===== src/rtl/ipv6_source_address_select_unit_defines.svh =====
// Assertion macros used by the source address select RTL.
`ifndef IPV6_SOURCE_ADDRESS_SELECT_UNIT_DEFINES_SVH
`define IPV6_SOURCE_ADDRESS_SELECT_UNIT_DEFINES_SVH
`ifndef SYNTHESIS
`define ASSERT_IMPLIES(label, clk, rst, ante, cons) \
   label: assert property (@(posedge clk) disable iff (rst) (ante) |-> (cons)) \
      else $error("assertion failed");
`define ASSERT_NEXT(label, clk, rst, ante, cons) \
   label: assert property (@(posedge clk) disable iff (rst) (ante) |=> (cons)) \
      else $error("assertion failed");
`else
`define ASSERT_IMPLIES(label, clk, rst, ante, cons)
`define ASSERT_NEXT(label, clk, rst, ante, cons)
`endif
`endif


===== src/rtl/ipv6sas_pkg.sv =====
// Types, codes and helper functions for the source address select unit.
package ipv6sas_pkg;

   localparam logic [1:0] STATE_PREFERRED  = 2'd1;
   localparam logic [1:0] STATE_DEPRECATED = 2'd2;

   localparam logic STATUS_CHOSEN = 1'b0;
   localparam logic STATUS_NONE   = 1'b1;

   localparam logic [9:0] LINK_LOCAL_PREFIX = 10'h3FA;

   typedef struct packed {
      logic [63:0] dest_high;
      logic [63:0] dest_low;
      logic [63:0] cand_high;
      logic [63:0] cand_low;
      logic [1:0]  cand_state;
      logic        cand_present;
      logic [63:0] req_high;
      logic [63:0] req_low;
      logic        last_item;
   } req_payload_type;

   typedef struct packed {
      logic        status;
      logic [63:0] src_high;
      logic [63:0] src_low;
      logic [7:0]  match_bits;
   } rsp_payload_type;

   typedef struct packed {
      logic       usable;
      logic       dep;
      logic [7:0] match;
   } score_type;

   // leading zeros of one byte, 0..8
   function automatic logic [3:0] lzc8(input logic [7:0] v);
      logic [3:0] n;
      logic       done;
      n    = '0;
      done = 1'b0;
      for (int i = 7; i >= 0; i--) begin
         if (!done) begin
            if (v[i]) begin
               done = 1'b1;
            end else begin
               n = n + 4'd1;
            end
         end
      end
      return n;
   endfunction

   // leading zeros of a 32-bit word, 0..32
   function automatic logic [5:0] lzc32(input logic [31:0] v);
      logic [5:0] n;
      logic       done;
      n    = '0;
      done = 1'b0;
      for (int j = 3; j >= 0; j--) begin
         if (!done) begin
            if (v[8*j +: 8] != 8'd0) begin
               n    = n + {2'b00, lzc8(v[8*j +: 8])};
               done = 1'b1;
            end else begin
               n = n + 6'd8;
            end
         end
      end
      return n;
   endfunction

   function automatic logic is_loop_addr(input logic [63:0] hi, input logic [63:0] lo);
      return (hi == 64'd0) && (lo == 64'd1);
   endfunction

   function automatic logic is_link_addr(input logic [63:0] hi);
      return hi[63:54] == LINK_LOCAL_PREFIX;
   endfunction

endpackage


===== src/rtl/ipv6sas_score.sv =====
// Candidate qualification and common prefix length against the destination.
module ipv6sas_score
   import ipv6sas_pkg::*;
(
   input  req_payload_type item,
   output score_type       score
);

   logic [127:0] diff;
   logic [7:0]   lead_match;
   logic         state_ok;
   logic         req_ok;
   logic         scope_ok;
   logic         done;

   assign diff = {item.cand_high ^ item.dest_high, item.cand_low ^ item.dest_low};

   // count leading zeros word by word, 128 when the addresses are equal
   always_comb begin
      lead_match = '0;
      done       = 1'b0;
      for (int k = 3; k >= 0; k--) begin
         if (!done) begin
            if (diff[32*k +: 32] != 32'd0) begin
               lead_match = lead_match + {2'b00, lzc32(diff[32*k +: 32])};
               done       = 1'b1;
            end else begin
               lead_match = lead_match + 8'd32;
            end
         end
      end
   end

   assign state_ok = (item.cand_state == STATE_PREFERRED) ||
                     (item.cand_state == STATE_DEPRECATED);

   assign req_ok = ((item.req_high == 64'd0) && (item.req_low == 64'd0)) ||
                   ((item.req_high == item.cand_high) && (item.req_low == item.cand_low));

   always_comb begin
      priority if (is_loop_addr(item.dest_high, item.dest_low)) begin
         scope_ok = is_loop_addr(item.cand_high, item.cand_low);
      end else if (is_link_addr(item.dest_high)) begin
         scope_ok = is_link_addr(item.cand_high);
      end else begin
         scope_ok = !is_link_addr(item.cand_high) &&
                    !is_loop_addr(item.cand_high, item.cand_low);
      end
   end

   assign score.usable = item.cand_present && state_ok && req_ok && scope_ok;
   assign score.dep    = (item.cand_state == STATE_DEPRECATED);
   assign score.match  = lead_match;

endmodule


===== src/rtl/ipv6sas_best.sv =====
// Running best candidate of one selection and the result it yields.
module ipv6sas_best
   import ipv6sas_pkg::*;
(
   input  logic            clock,
   input  logic            reset,
   input  logic            advance,
   input  req_payload_type item,
   input  score_type       score,
   output rsp_payload_type result
);

   logic        have_best_ff, have_best_in;
   logic        best_dep_ff, best_dep_in;
   logic [7:0]  best_match_ff, best_match_in;
   logic [63:0] best_high_ff, best_high_in;
   logic [63:0] best_low_ff, best_low_in;

   logic        take;
   logic        upd_have;
   logic        upd_dep;
   logic [7:0]  upd_match;
   logic [63:0] upd_high;
   logic [63:0] upd_low;

   // earlier candidate keeps a tie
   assign take = score.usable &&
                 (!have_best_ff ||
                  (best_dep_ff && !score.dep) ||
                  ((best_dep_ff == score.dep) && (score.match > best_match_ff)));

   assign upd_have  = have_best_ff | take;
   assign upd_dep   = take ? score.dep      : best_dep_ff;
   assign upd_match = take ? score.match    : best_match_ff;
   assign upd_high  = take ? item.cand_high : best_high_ff;
   assign upd_low   = take ? item.cand_low  : best_low_ff;

   always_comb begin
      result.status     = upd_have ? STATUS_CHOSEN : STATUS_NONE;
      result.src_high   = upd_have ? upd_high  : 64'd0;
      result.src_low    = upd_have ? upd_low   : 64'd0;
      result.match_bits = upd_have ? upd_match : 8'd0;
   end

   always_comb begin
      have_best_in  = have_best_ff;
      best_dep_in   = best_dep_ff;
      best_match_in = best_match_ff;
      best_high_in  = best_high_ff;
      best_low_in   = best_low_ff;
      if (advance) begin
         if (item.last_item) begin
            have_best_in = 1'b0;
            best_dep_in  = 1'b1;
         end else begin
            have_best_in  = upd_have;
            best_dep_in   = upd_dep;
            best_match_in = upd_match;
            best_high_in  = upd_high;
            best_low_in   = upd_low;
         end
      end
   end

   always_ff @(posedge clock) begin
      if (reset) begin
         have_best_ff <= 1'b0;
         best_dep_ff  <= 1'b1;
      end else begin
         have_best_ff <= have_best_in;
         best_dep_ff  <= best_dep_in;
      end
   end

   always_ff @(posedge clock) begin
      best_match_ff <= best_match_in;
      best_high_ff  <= best_high_in;
      best_low_ff   <= best_low_in;
   end

endmodule


===== src/rtl/ipv6_source_address_select_unit.sv =====
// IPv6 source address select: one candidate item per cycle, result on the last item.
// An accepted item is scored in the next cycle; a last item's result goes through the input
// register and then the output register to rsp_valid. Throughput: one item per cycle.
// Stalls come only from an unread result holding the output register.
// Reset (synchronous, active high) empties both stages and clears the running best.
`include "ipv6_source_address_select_unit_defines.svh"
module ipv6_source_address_select_unit
   import ipv6sas_pkg::*;
(
   input  logic            clock,
   input  logic            reset,
   input  logic            req_valid,
   output logic            req_ready,
   input  req_payload_type req_payload,
   output logic            rsp_valid,
   input  logic            rsp_ready,
   output rsp_payload_type rsp_payload
);

   // input stage
   logic            in_valid_ff, in_valid_in;
   req_payload_type in_ff, in_in;

   // output stage
   logic            rsp_valid_ff, rsp_valid_in;
   rsp_payload_type rsp_ff, rsp_in;

   logic            req_fire;
   logic            advance;
   logic            rsp_load;
   logic            rsp_none_clean;
   score_type       score;
   rsp_payload_type result;

   // Advance the held item unless it is a last item and the result slot is
   // still occupied by a result nobody has taken.
   assign advance   = in_valid_ff && (!in_ff.last_item || !rsp_valid_ff || rsp_ready);
   assign rsp_load  = advance && in_ff.last_item;
   assign req_ready = !in_valid_ff || advance;
   assign req_fire  = req_valid && req_ready;

   always_comb begin
      in_valid_in = in_valid_ff;
      in_in       = in_ff;
      if (req_fire) begin
         in_valid_in = 1'b1;
         in_in       = req_payload;
      end else if (advance) begin
         in_valid_in = 1'b0;
      end
   end

   // Score the held candidate against its own destination.
   ipv6sas_score u_score (
      .item  (in_ff),
      .score (score)
   );

   // Fold the score into the running best; drop the best after a last item.
   ipv6sas_best u_best (
      .clock   (clock),
      .reset   (reset),
      .advance (advance),
      .item    (in_ff),
      .score   (score),
      .result  (result)
   );

   always_comb begin
      rsp_valid_in = rsp_valid_ff;
      rsp_in       = rsp_ff;
      if (rsp_load) begin
         rsp_valid_in = 1'b1;
         rsp_in       = result;
      end else if (rsp_ready) begin
         rsp_valid_in = 1'b0;
      end
   end

   always_ff @(posedge clock) begin
      if (reset) begin
         in_valid_ff  <= 1'b0;
         rsp_valid_ff <= 1'b0;
      end else begin
         in_valid_ff  <= in_valid_in;
         rsp_valid_ff <= rsp_valid_in;
      end
   end

   // payload registers hold without reset
   always_ff @(posedge clock) begin
      in_ff  <= in_in;
      rsp_ff <= rsp_in;
   end

   assign rsp_valid   = rsp_valid_ff;
   assign rsp_payload = rsp_ff;

   // a not-available result carries an all-zero address and length
   assign rsp_none_clean = (rsp_ff.src_high == 64'd0) && (rsp_ff.src_low == 64'd0) &&
                           (rsp_ff.match_bits == 8'd0);

   `ASSERT_IMPLIES(a_ready_when_empty, clock, reset, !in_valid_ff, req_ready)
   `ASSERT_NEXT(a_last_gives_result, clock, reset, rsp_load, rsp_valid_ff)
   `ASSERT_IMPLIES(a_no_result_overwrite, clock, reset, rsp_valid_ff && !rsp_ready, !rsp_load)
   `ASSERT_IMPLIES(a_none_is_zero, clock, reset, rsp_valid_ff && rsp_ff.status, rsp_none_clean)

endmodule


===== config.mk =====
export PLATFORM = sky130hd
export DESIGN_NAME = ipv6_source_address_select_unit
export DESIGN_NICKNAME = d
export VERILOG_FILES = /design/src/rtl/ipv6sas_pkg.sv /design/src/rtl/ipv6sas_score.sv /design/src/rtl/ipv6sas_best.sv /design/src/rtl/ipv6_source_address_select_unit.sv
export VERILOG_INCLUDE_DIRS = /design/src /design/src/rtl
export SDC_FILE = /design/constraint.sdc
export NUM_CORES = 1
export LEC_CHECK = 0
export ABC_AREA = 0
export BUFFER_PORTS_ARGS = -buffer_cell sky130_fd_sc_hd__buf_2
export CAP_MARGIN = 20
export CORE_ASPECT_RATIO = 0.75
export CORE_MARGIN = 4
export CORE_UTILIZATION = 60
export DETAILED_ROUTE_END_ITERATION = 16
export PLACE_DENSITY = 0.87
export SYNTH_ARGS = -nofsm -noshare
export SYNTH_HDL_FRONTEND = slang
export SYNTH_HIERARCHICAL = 1
export SYNTH_SLANG_ARGS = --single-unit
export TNS_END_PERCENT = 100

===== constraint.sdc =====
create_clock -name clock -period 22.2 [get_ports clock]
set_input_delay 3.33 -clock clock [delete_from_list [all_inputs] [get_ports clock]]
set_output_delay 3.33 -clock clock [all_outputs]
set_load 0.01 [all_outputs]

==> Word-level counts from Yosys, hierarchy flattened <==
Index checks and enable logic that the tools add are counted.
{ "word_totals": {"ff_bits": 665, "input_bits": 392, "out_inout_bits": 139, "wordCells": 1631} }
{ "op_classes": {"add_sub_neg": 142, "magnitude_cmp": 1, "eq_ne": 9, "mux": 1398, "bitwise_logic": 4, "n_reduce_logical": 57} }
{ "op_table": {"columns": ["cell", "n"], "rows": [
  ["4-bit two-way mux", 665],
  ["1-bit two-way mux", 672],
  ["4-bit by 1-bit adder with 4-bit output, second input constant", 112],
  ["6-bit two-way mux", 52],
  ["64-bit zero test", 4],
  ["64-bit by 1-bit == test with 1-bit output, second input constant", 2],
  ["64-bit == test", 2],
  ["64-bit two-way mux", 2],
  ["32-bit nonzero test", 4],
  ["8-bit nonzero test", 16],
  ["64-bit XOR", 2],
  ["6-bit by 4-bit adder with 6-bit output", 12],
  ["6-bit by 4-bit adder with 6-bit output, second input constant", 12],
  ["8-bit two-way mux", 7],
  ["10-bit == test, second input constant", 2],
  ["8-bit by 6-bit adder with 8-bit output", 2],
  ["8-bit by 6-bit adder with 8-bit output, second input constant", 2],
  ["1-bit logical AND", 14],
  ["8-bit greater-than comparator", 1],
  ["6-bit by 6-bit adder with 7-bit output", 1],
  ["6-bit by 6-bit adder with 7-bit output, second input constant", 1],
  ["1-bit zero test", 7],
  ["1-bit logical OR", 7],
  ["2-bit nonzero test", 3],
  ["6 further kinds", 7]
]} }

==> Longest topological paths before layout <==
Gate-level depths: netlist of run 1.
{ "depth": {"word_depth": 87, "mapped_depth": 60, "depth_no_buf": 57} }

==> Modules after synthesis <==
The synthesis of run 1 kept the hierarchy.
{ "by_module_without_submodules": {"columns": ["mod", "n_inst", "cells_per_inst", "area_per_inst_um2", "seq_area_each_um2"], "rows": [
  ["ipv6_source_address_select_unit", 1, 537, 15869.0, 15805.2],
  ["ipv6sas_score", 1, 1661, 12009.0, 0.0],
  ["ipv6sas_best", 1, 501, 8008.9, 4124.0]
]} }

==> Least setup slack after synthesis of run 1 <==
Ideal clock, no wire load.
{ "synth_path": {"kind": "input-to-reg", "start": "input port rsp_ready", "end": "register in_ff[0] (netlist name), enable pin", "setup_ns": 0.803, "arrival_time_ns": 12.321, "t_required_ns": 21.397, "path_slack_ns": 9.075, "path_stages": 2, "n_path_buf": 0, "path_cell_list": "nand4b_2 > and2_1"} }
{ "synth_via": {"elab_chain_cells": 4} }
{ "synth_rtl": {"columns": ["item", "line_no", "rtl"], "rows": [
  ["start: declaration", "ipv6_source_address_select_unit.sv:16", "input logic rsp_ready,"],
  ["1-bit logical OR", "ipv6_source_address_select_unit.sv:37", "assign advance = in_valid_ff && (!in_ff.last_item || !rsp_valid_ff || rsp_ready);"],
  ["1-bit logical AND", "ipv6_source_address_select_unit.sv:37", null],
  ["1-bit logical OR", "ipv6_source_address_select_unit.sv:39", "assign req_ready = !in_valid_ff || advance;"],
  ["1-bit logical AND", "ipv6_source_address_select_unit.sv:40", "assign req_fire = req_valid && req_ready;"],
  ["end signal: assignment", "ipv6_source_address_select_unit.sv:92", "in_ff <= in_in;"],
  ["end: declaration", "ipv6_source_address_select_unit.sv:22", "req_payload_type in_ff, in_in;"]
]} }
Every way passes these cells.
A chain may end at the register's enable or synchronous reset.

==> impl_metrics.toml, run 1 <==
[global_routing]
grt_pass1_wl_um = 175300
antenna_found_initial = 12
number_of_global_route_vias_before_repair = 27291
pin_count_of_the_biggest_net_entering_global_routing = 170
grt_use_total_pct = 36.94
global_route.overflow_total = 0

[die]
initial_core_util_pct = 60.77
placement_rows = 77
die_area_um2 = 63830
die_x_um = 290.4
floorplan.die.height_um = 219.8
num_io_pins = 531
design.core.area_um2 = 59060

[cts]
cts.reportedPaths.clkPinSlew_ns = 0.07
clkSinkCount = 665
cts.repair.resized = 0
htree_levels = 3
clockBufferDepth = 3
cts.root.buffer_cell = "sky130_fd_sc_hd__clkbuf_16"
clkLatencyLatePin_ns = 0.64
hold_buffers = 0
tritoncts_clock_tree = "yes"
cts_post_setup_buffers_inserted = 0
numCtsBuffers = 67

[sta]
setup_violations = 0
setup_repair_after_global_routing_missed_its_margin = "false"
clock.fmax_mhz = 65.56
total_count_of_max_transition_violations_in_the_final_report = 0
setup-tns-final_ns = 0
post-route-min-period_ns = 15.25
finClkSkew_ns = 0.04060
max-slew-margin-rel_pct = 17.55
layout_worst_path_cycle_share_pct = 68.71
layout_setup_ws_ns = 6.946
timing.final.hold_violations = 0
timing_worst_slew_pin_value_ns = 1.237

[setup_path]
critical_path_required_ns = 22.57
worstSetupPathType = "reg -> reg"
critPathMaxStageDelay_ns = 0.89
worst-path-max-fanout = 67
cp-end-kind = "register"
critPathSlowestCell = "sky130_fd_sc_hd__buf_4"
start_kind = "register"
worst-r2r-setup-slack_ns = 6.95
most_frequent_cell_on_critical_path = "sky130_fd_sc_hd__ha_1"
worst_ep_arrival_time_ns = 15.63

[power]
leakage_uw = 0.01664
power.share.sequential_pct = 49.6
power_frac_comb_pct = 11.6
clockPowerShare_pct = 38.8
design_power_total_uw = 3035
power_switching_share_pct = 26.82
pwr_density_cell_nw_per_um2 = 73.05
switching_power_uw = 813.8
worst_ir_drop_vdd_mv = 0.1016
internal-power_uw = 2221

[synth]
top_cell_type_by_total_area_after_synthesis = "sky130_fd_sc_hd__edfxtp_1"
seq_area_frac_synth_pct = 55.53
mappedNetlistArea_um2 = 35890
asyncSetResetFlopFracSynth_pct = 0
cell_types_with_the_largest_area_share_after_synthesis = "sky130_fd_sc_hd__edfxtp_1, sky130_fd_sc_hd__ha_1, sky130_fd_sc_hd__mux2_4"
ys.flop_type = "sky130_fd_sc_hd__edfxtp_1"
synth_cell_types = 84
synth-edff-count = 661
warnings_from_yosys = 6
synth.net_count = 3267
postSynthRegisterBits = 665
synth_top_area_share_pct = 55.31
syn-instance-count = 2699
avgSynthCellArea_um2 = 13.30

[placement]
dp_slack_ns = 7.257
buffer_ports.inserted = 530
gpl.final_weighted_congestion = 1.031
post_dp_cell_area_um2 = 39290
post_dp_hpwl_um = 90740

[route]
drc = 0
routed_via_density = 6.759
first_pass_iters = 6
drt_iter0_drc = 3930
route.vias.total = 27684
routed_wl_um = 121400
postRouteAntennaNets = 0
wire_per_inst_um = 29.63

[cells_and_area]
layout.nets = 3819
seqCellArea_um2 = 19930
area_growth_from_synthesis_to_final_layout_pct = 15.76
area_occupied_by_multi_input_gates_um2 = 15210
fill_cells = 3868
finalCoreUtilization_pct = 70.34
final_layout_size_suffix_gt1_share_pct = 25.43
fin_area_um2 = 41540

[worst_hold_path]
type_of_the_tightest_min_delay_check = "reg -> reg"

[flow_run]
max_cap_violations = 0

[status]
status = "finished clean"
synthesized netlist by cell type (10+ instances only):
| library cell | number |
|---|---|
| sky130_fd_sc_hd__a21boi_0 | 10 |
| sky130_fd_sc_hd__mux2i_1 | 23 |
| sky130_fd_sc_hd__nor2_1 | 133 |
| sky130_fd_sc_hd__and2_1 | 22 |
| sky130_fd_sc_hd__xnor2_1 | 180 |
| sky130_fd_sc_hd__mux2_4 | 133 |
| sky130_fd_sc_hd__fa_1 | 15 |
| sky130_fd_sc_hd__clkbuf_1 | 13 |
| sky130_fd_sc_hd__a21oi_1 | 88 |
| sky130_fd_sc_hd__a22o_1 | 137 |
| sky130_fd_sc_hd__a21o_1 | 51 |
| sky130_fd_sc_hd__buf_6 | 17 |
| sky130_fd_sc_hd__nand3_1 | 28 |
| sky130_fd_sc_hd__o31a_1 | 15 |
| sky130_fd_sc_hd__mux2_2 | 28 |
| sky130_fd_sc_hd__inv_1 | 98 |
| sky130_fd_sc_hd__ha_1 | 161 |
| sky130_fd_sc_hd__nor4_1 | 139 |
| sky130_fd_sc_hd__edfxtp_1 | 661 |
| sky130_fd_sc_hd__nand2_1 | 151 |
| sky130_fd_sc_hd__nor2b_1 | 27 |
| sky130_fd_sc_hd__xor2_1 | 209 |
| sky130_fd_sc_hd__o21ai_0 | 73 |
| sky130_fd_sc_hd__nor3_1 | 14 |
| sky130_fd_sc_hd__buf_2 | 27 |
| sky130_fd_sc_hd__nand4_1 | 63 |
| sky130_fd_sc_hd__nand2b_1 | 14 |
power by group through the flow:
stage                     Sequential, µW  Clock (µW)  Combinational [µW]
after floorplan                     1510           0                 217
after global placement              1530           0                 317
after detailed placement            1530           0                 337
after CTS                           1500        1180                 342
after global routing                1510        1240                 381
final                               1510        1180                 353
cell type report:
class	count	share of cell area, %
antenna	7	0.04216
tap	790	2.379
inverter	98	0.8855
multi-input combinational	1874	36.62
clock inverter	41	1.268
sequential	665	47.97
timing repair buffer	545	6.716
clock buffer	76	4.117
flip-flops by register name (all words and copies together) (netlist names):
register / flops
u_best/best_match_ff: 8
u_best/best_dep_ff: 1
rsp_valid: 1
u_best/best_low_ff: 64
in_valid_ff: 1
in_ff: 388
u_best/have_best_ff: 1
rsp_payload: 137
u_best/best_high_ff: 64
metrics by stage:
stage | hold slack (ns) | instances
2_1_floorplan | 0.4738 | 2699
3_3_place_gp | 0.4880 | 3972
3_5_place_dp | 0.5393 | 3972
4_1_cts | 0.5481 | 4089
5_1_grt | 0.5753 | 4094
6_report | 0.5540 | 4096
path summary, 6_finish.rpt:
kind                                        startpoint                                 to  cells after the start
worst max register to register    in_ff[249]$_DFFE_PP_  u_best/best_high_ff[62]$_DFFE_PP_                     54
worst min register to register  rsp_valid$_SDFFE_PP0P_             rsp_valid$_SDFFE_PP0P_                      2
worst max-delay path              in_ff[249]$_DFFE_PP_  u_best/best_high_ff[62]$_DFFE_PP_                     54
worst min-delay path            rsp_valid$_SDFFE_PP0P_             rsp_valid$_SDFFE_PP0P_                      2
kinds of logic (layout without fill, tap and decap cells):
logic type / count (synthesis) / in the layout / share of synthesized area, %
DFF: 665 / 665 / 55.53
and+or+nand+nor: 657 / 657 / 9.794
AOI/OAI and AO/OA: 466 / 466 / 9.365
xor gates and xnor gates: 390 / 390 / 9.560
muxes: 185 / 185 / 7.123
adders and majority gates: 176 / 176 / 6.450
buffers and inverters: 160 / 760 / 2.176
other: 0 / 7 / 0
layer usage:
metal / GRT usage (%) / vias up / share of wire, %
li1: - / 11435 / -
met1: 50.12 / 13579 / 38
met2: 56.81 / 2260 / 44
met3: 9.844 / 400 / 13
met4: 15.94 / 10 / 5.0
met5: 0 / - / 0.063
placed cells by master (no fill, tap or decap), types with 7 or more instances in the layout:
cell type                   netlist  layout
sky130_fd_sc_hd__a211oi_1         9       9
sky130_fd_sc_hd__a21boi_0        10      10
sky130_fd_sc_hd__a21o_1          51      51
sky130_fd_sc_hd__a21oi_1         88      88
sky130_fd_sc_hd__a22o_1         137     137
sky130_fd_sc_hd__and2_1          22      21
sky130_fd_sc_hd__buf_2           27     530
sky130_fd_sc_hd__buf_4            5      13
sky130_fd_sc_hd__bufinv_16        0       7
sky130_fd_sc_hd__clkbuf_1        13       9
sky130_fd_sc_hd__clkbuf_16        0      67
sky130_fd_sc_hd__clkinv_1         0      11
sky130_fd_sc_hd__diode_2          0       7
sky130_fd_sc_hd__edfxtp_1       661     661
sky130_fd_sc_hd__fa_1            15      15
sky130_fd_sc_hd__ha_1           161     161
sky130_fd_sc_hd__inv_1           98      98
sky130_fd_sc_hd__mux2_2          28      28
sky130_fd_sc_hd__mux2_4         133     133
sky130_fd_sc_hd__mux2i_1         23      23
sky130_fd_sc_hd__nand2_1        151     151
sky130_fd_sc_hd__nand2b_1        14      14
sky130_fd_sc_hd__nand3_1         28      28
sky130_fd_sc_hd__nand4_1         63      63
sky130_fd_sc_hd__nor2_1         133     132
sky130_fd_sc_hd__nor2b_1         27      26
sky130_fd_sc_hd__nor3_1          14      14
sky130_fd_sc_hd__nor4_1         139     139
sky130_fd_sc_hd__o21a_1           8       8
sky130_fd_sc_hd__o21ai_0         73      73
sky130_fd_sc_hd__o21bai_1         9       9
sky130_fd_sc_hd__o31a_1          15      15
sky130_fd_sc_hd__o31ai_1          9       9
sky130_fd_sc_hd__or3_1            8       8
sky130_fd_sc_hd__or4_1            8       8
sky130_fd_sc_hd__xnor2_1        180     180
sky130_fd_sc_hd__xor2_1         209     209
worst max-delay path, delay by kind of cell (launching register included):
| family | cells | cell delay (ns) |
|---|---|---|
| fa+ha+maj | 12 | 4.14 |
| simple gates | 11 | 1.78 |
| xor+xnor | 3 | 0.80 |
| buf+inv | 6 | 2.03 |
| compound gates | 20 | 4.85 |
| mux | 2 | 0.67 |
| flops | 1 | 0.52 |
(Power assumes the default switching activity.)
==> run 2, diff against run 1 <==
--- a/config.mk
+++ b/config.mk
@@ -11,9 +11,9 @@
 export CAP_MARGIN = 20
 export CORE_ASPECT_RATIO = 0.75
 export CORE_MARGIN = 4
-export CORE_UTILIZATION = 60
+export CORE_UTILIZATION = 58
 export DETAILED_ROUTE_END_ITERATION = 16
-export PLACE_DENSITY = 0.87
+export PLACE_DENSITY = 0.85
 export SYNTH_ARGS = -nofsm -noshare
 export SYNTH_HDL_FRONTEND = slang
 export SYNTH_HIERARCHICAL = 1
==> constraint.sdc (replaced) <==
create_clock -name clock -period 15.8 [get_ports clock]
set_input_delay 2.37 -clock clock [delete_from_list [all_inputs] [get_ports clock]]
set_output_delay 2.37 -clock clock [all_outputs]
set_load 0.01 [all_outputs]
==> run 2 against run 1 <==
Effect of this change: fmax increased by 9.7%; power increased by 39%; via count decreased by 3.8%; final area increased by 0.27%; clock-buffer cell count increased by 1; clock power increased by 38%; cell count increased by 0.63%; global-route usage decreased by 2.8 points; die area increased by 3.3%; worst hold slack got worse by 0.034 ns; critical path type unchanged; largest power group unchanged; highest routed layer unchanged.
==> impl_metrics.toml, run 2 (synthesized netlist as in run 1, its figures left out) <==
[setup_path]
endpoint_of_the_worst_register_to_register_path = "rsp_payload[87]$_DFFE_PP_"
critPathMaxStageDelay_ns = 0.68
worstSetupPathType = "reg -> reg"
reg2reg_start = "in_ff[249]$_DFFE_PP_"
r2r.worst_path.cells = 50
worst-path-max-fanout = 49
critical_path_required_ns = 16.29
worst_ep_arrival_time_ns = 14.39
worst-r2r-setup-slack_ns = 1.90
cp-end-kind = "register"
critPathSlowestCell = "sky130_fd_sc_hd__buf_4"
start_kind = "register"
most_frequent_cell_on_critical_path = "sky130_fd_sc_hd__ha_1"

[sta]
timing.final.hold_violations = 0
layout_worst_path_cycle_share_pct = 87.98
setup-tns-final_ns = 0
clock.fmax_mhz = 71.94
post-route-min-period_ns = 13.90
timing_worst_slew_pin_value_ns = 1.098
finClkSkew_ns = 0.04560
max-slew-margin-rel_pct = 25.78
total_count_of_max_transition_violations_in_the_final_report = 0
setup_violations = 0
setup_repair_after_global_routing_missed_its_margin = "false"

[die]
design.core.area_um2 = 60900
die_area_um2 = 65960
placement_rows = 78
die_x_um = 295.2
initial_core_util_pct = 58.93
floorplan.die.height_um = 223.4
num_io_pins = 531

[cts]
cts_post_setup_buffers_inserted = 0
htree_levels = 3
clkSinkCount = 665
cts.reportedPaths.clkPinSlew_ns = 0.07
cts.repair.resized = 0
tritoncts_clock_tree = "yes"
numCtsBuffers = 66
clkLatencyLatePin_ns = 0.64
cts.root.buffer_cell = "sky130_fd_sc_hd__clkbuf_16"
hold_buffers = 0
clockBufferDepth = 3

[status]
status = "finished clean"

[route]
routed_via_density = 6.459
routed_wl_um = 115900
route.vias.total = 26624
wire_per_inst_um = 28.12
drt_iter0_drc = 3835
postRouteAntennaNets = 0
drc = 0
first_pass_iters = 6

[cells_and_area]
area_growth_from_synthesis_to_final_layout_pct = 16.08
max_flop_register = "in_ff"
mostFrequentLayoutCells = "sky130_fd_sc_hd__edfxtp_1, sky130_fd_sc_hd__buf_2, sky130_fd_sc_hd__xor2_1"
fin_area_um2 = 41660
fill_cells = 4201
final_layout_size_suffix_gt1_share_pct = 25.63
fin_cells = 4122
number_of_flip_flops_under_the_largest_register_name = 388
layout.nets = 3824
layout_commonest_cell = "sky130_fd_sc_hd__edfxtp_1"

[placement]
buffer_ports.inserted = 530
post_dp_cell_area_um2 = 39350
gpl.final_weighted_congestion = 0.9959
post_dp_hpwl_um = 87710
numPlacedInstances = 3987

[global_routing]
antenna_found_initial = 17
global_route.overflow_total = 0
pin_count_of_the_biggest_net_entering_global_routing = 89
grt_use_total_pct = 34.12
grt_pass1_wl_um = 165100
number_of_global_route_vias_before_repair = 25233

[flow_run]
max_cap_violations = 0

[power]
worst_ir_drop_vdd_mv = 0.1455
pwr_density_cell_nw_per_um2 = 101.5
design_power_total_uw = 4230
leakage_uw = 0.01668

[worst_hold_path]
min_path_cells = 2
worst_hold_path.endpoint = "rsp_valid$_SDFFE_PP0P_"
type_of_the_tightest_min_delay_check = "reg -> reg"
min_from = "rsp_valid$_SDFFE_PP0P_"
-- run 2: worst max path at each step --
stage / startpoint / to / slack, ns / cells past startpoint
global route: in_ff[217]$_DFFE_PP_ / rsp_payload[87]$_DFFE_PP_ / 0.98 / 56
finish: in_ff[249]$_DFFE_PP_ / rsp_payload[87]$_DFFE_PP_ / 1.90 / 50
detailed placement: in_ff[249]$_DFFE_PP_ / u_best/best_high_ff[62]$_DFFE_PP_ / 2.24 / 49
floorplan: rsp_ready / in_ff[0]$_DFFE_PP_ / 3.64 / 2
global placement: in_ff[249]$_DFFE_PP_ / u_best/best_high_ff[56]$_DFFE_PP_ / 2.47 / 48
CTS: in_ff[249]$_DFFE_PP_ / rsp_payload[87]$_DFFE_PP_ / 2.17 / 49
-- run 2: per-stage QoR --
| step | hold WS, ns | util, % | setup WS, ns |
|---|---|---|---|
| after floorplan | 0.4738 | - | 3.635 |
| after global placement | 0.5019 | 64.62 | 2.469 |
| after detailed placement | 0.5038 | 64.62 | 2.237 |
| after CTS | 0.5146 | 68.30 | 2.168 |
| after global routing | 0.5648 | 68.37 | 0.9770 |
| final | 0.5203 | 68.40 | 1.900 |
-- run 2: worst max-delay path, delay by kind of cell (launching register included) --
family	cells	cell delay, ns
buffers and inverters	5	1.38
adders and majority gates	12	4.41
DFF	1	0.55
AOI/OAI and AO/OA	19	4.68
muxes	1	0.32
xor gates and xnor gates	2	0.58
and+or+nand+nor	11	1.68
-- run 2: layout make-up --
class | instances | area (µm²) | area share [%]
inverters | 98 | 367.9 | 0.8830
clock buffers | 77 | 1714 | 4.115
multi-input cells | 1874 | 15210 | 36.52
clock inverters | 43 | 529.3 | 1.270
repair buffers | 551 | 2868 | 6.884
flip-flops and latches | 665 | 19930 | 47.84
diodes | 14 | 35.03 | 0.08410
well taps | 800 | 1001 | 2.403
-- run 2: report_power, final --
group	internal [µW]	total, µW	switching [µW]
clock	901	1630	732
sequential	2010	2110	104
combinational	195	484	289
total	3110	4230	1120
-- run 2: layer usage --
metal	routed length (µm)	track usage, %	vias to the layer above
met1	45290	47.97	12919
met4	4825	13.13	10
met3	15750	10.03	284
met5	55	0	-
met2	50000	50.34	1943
li1	-	-	11468
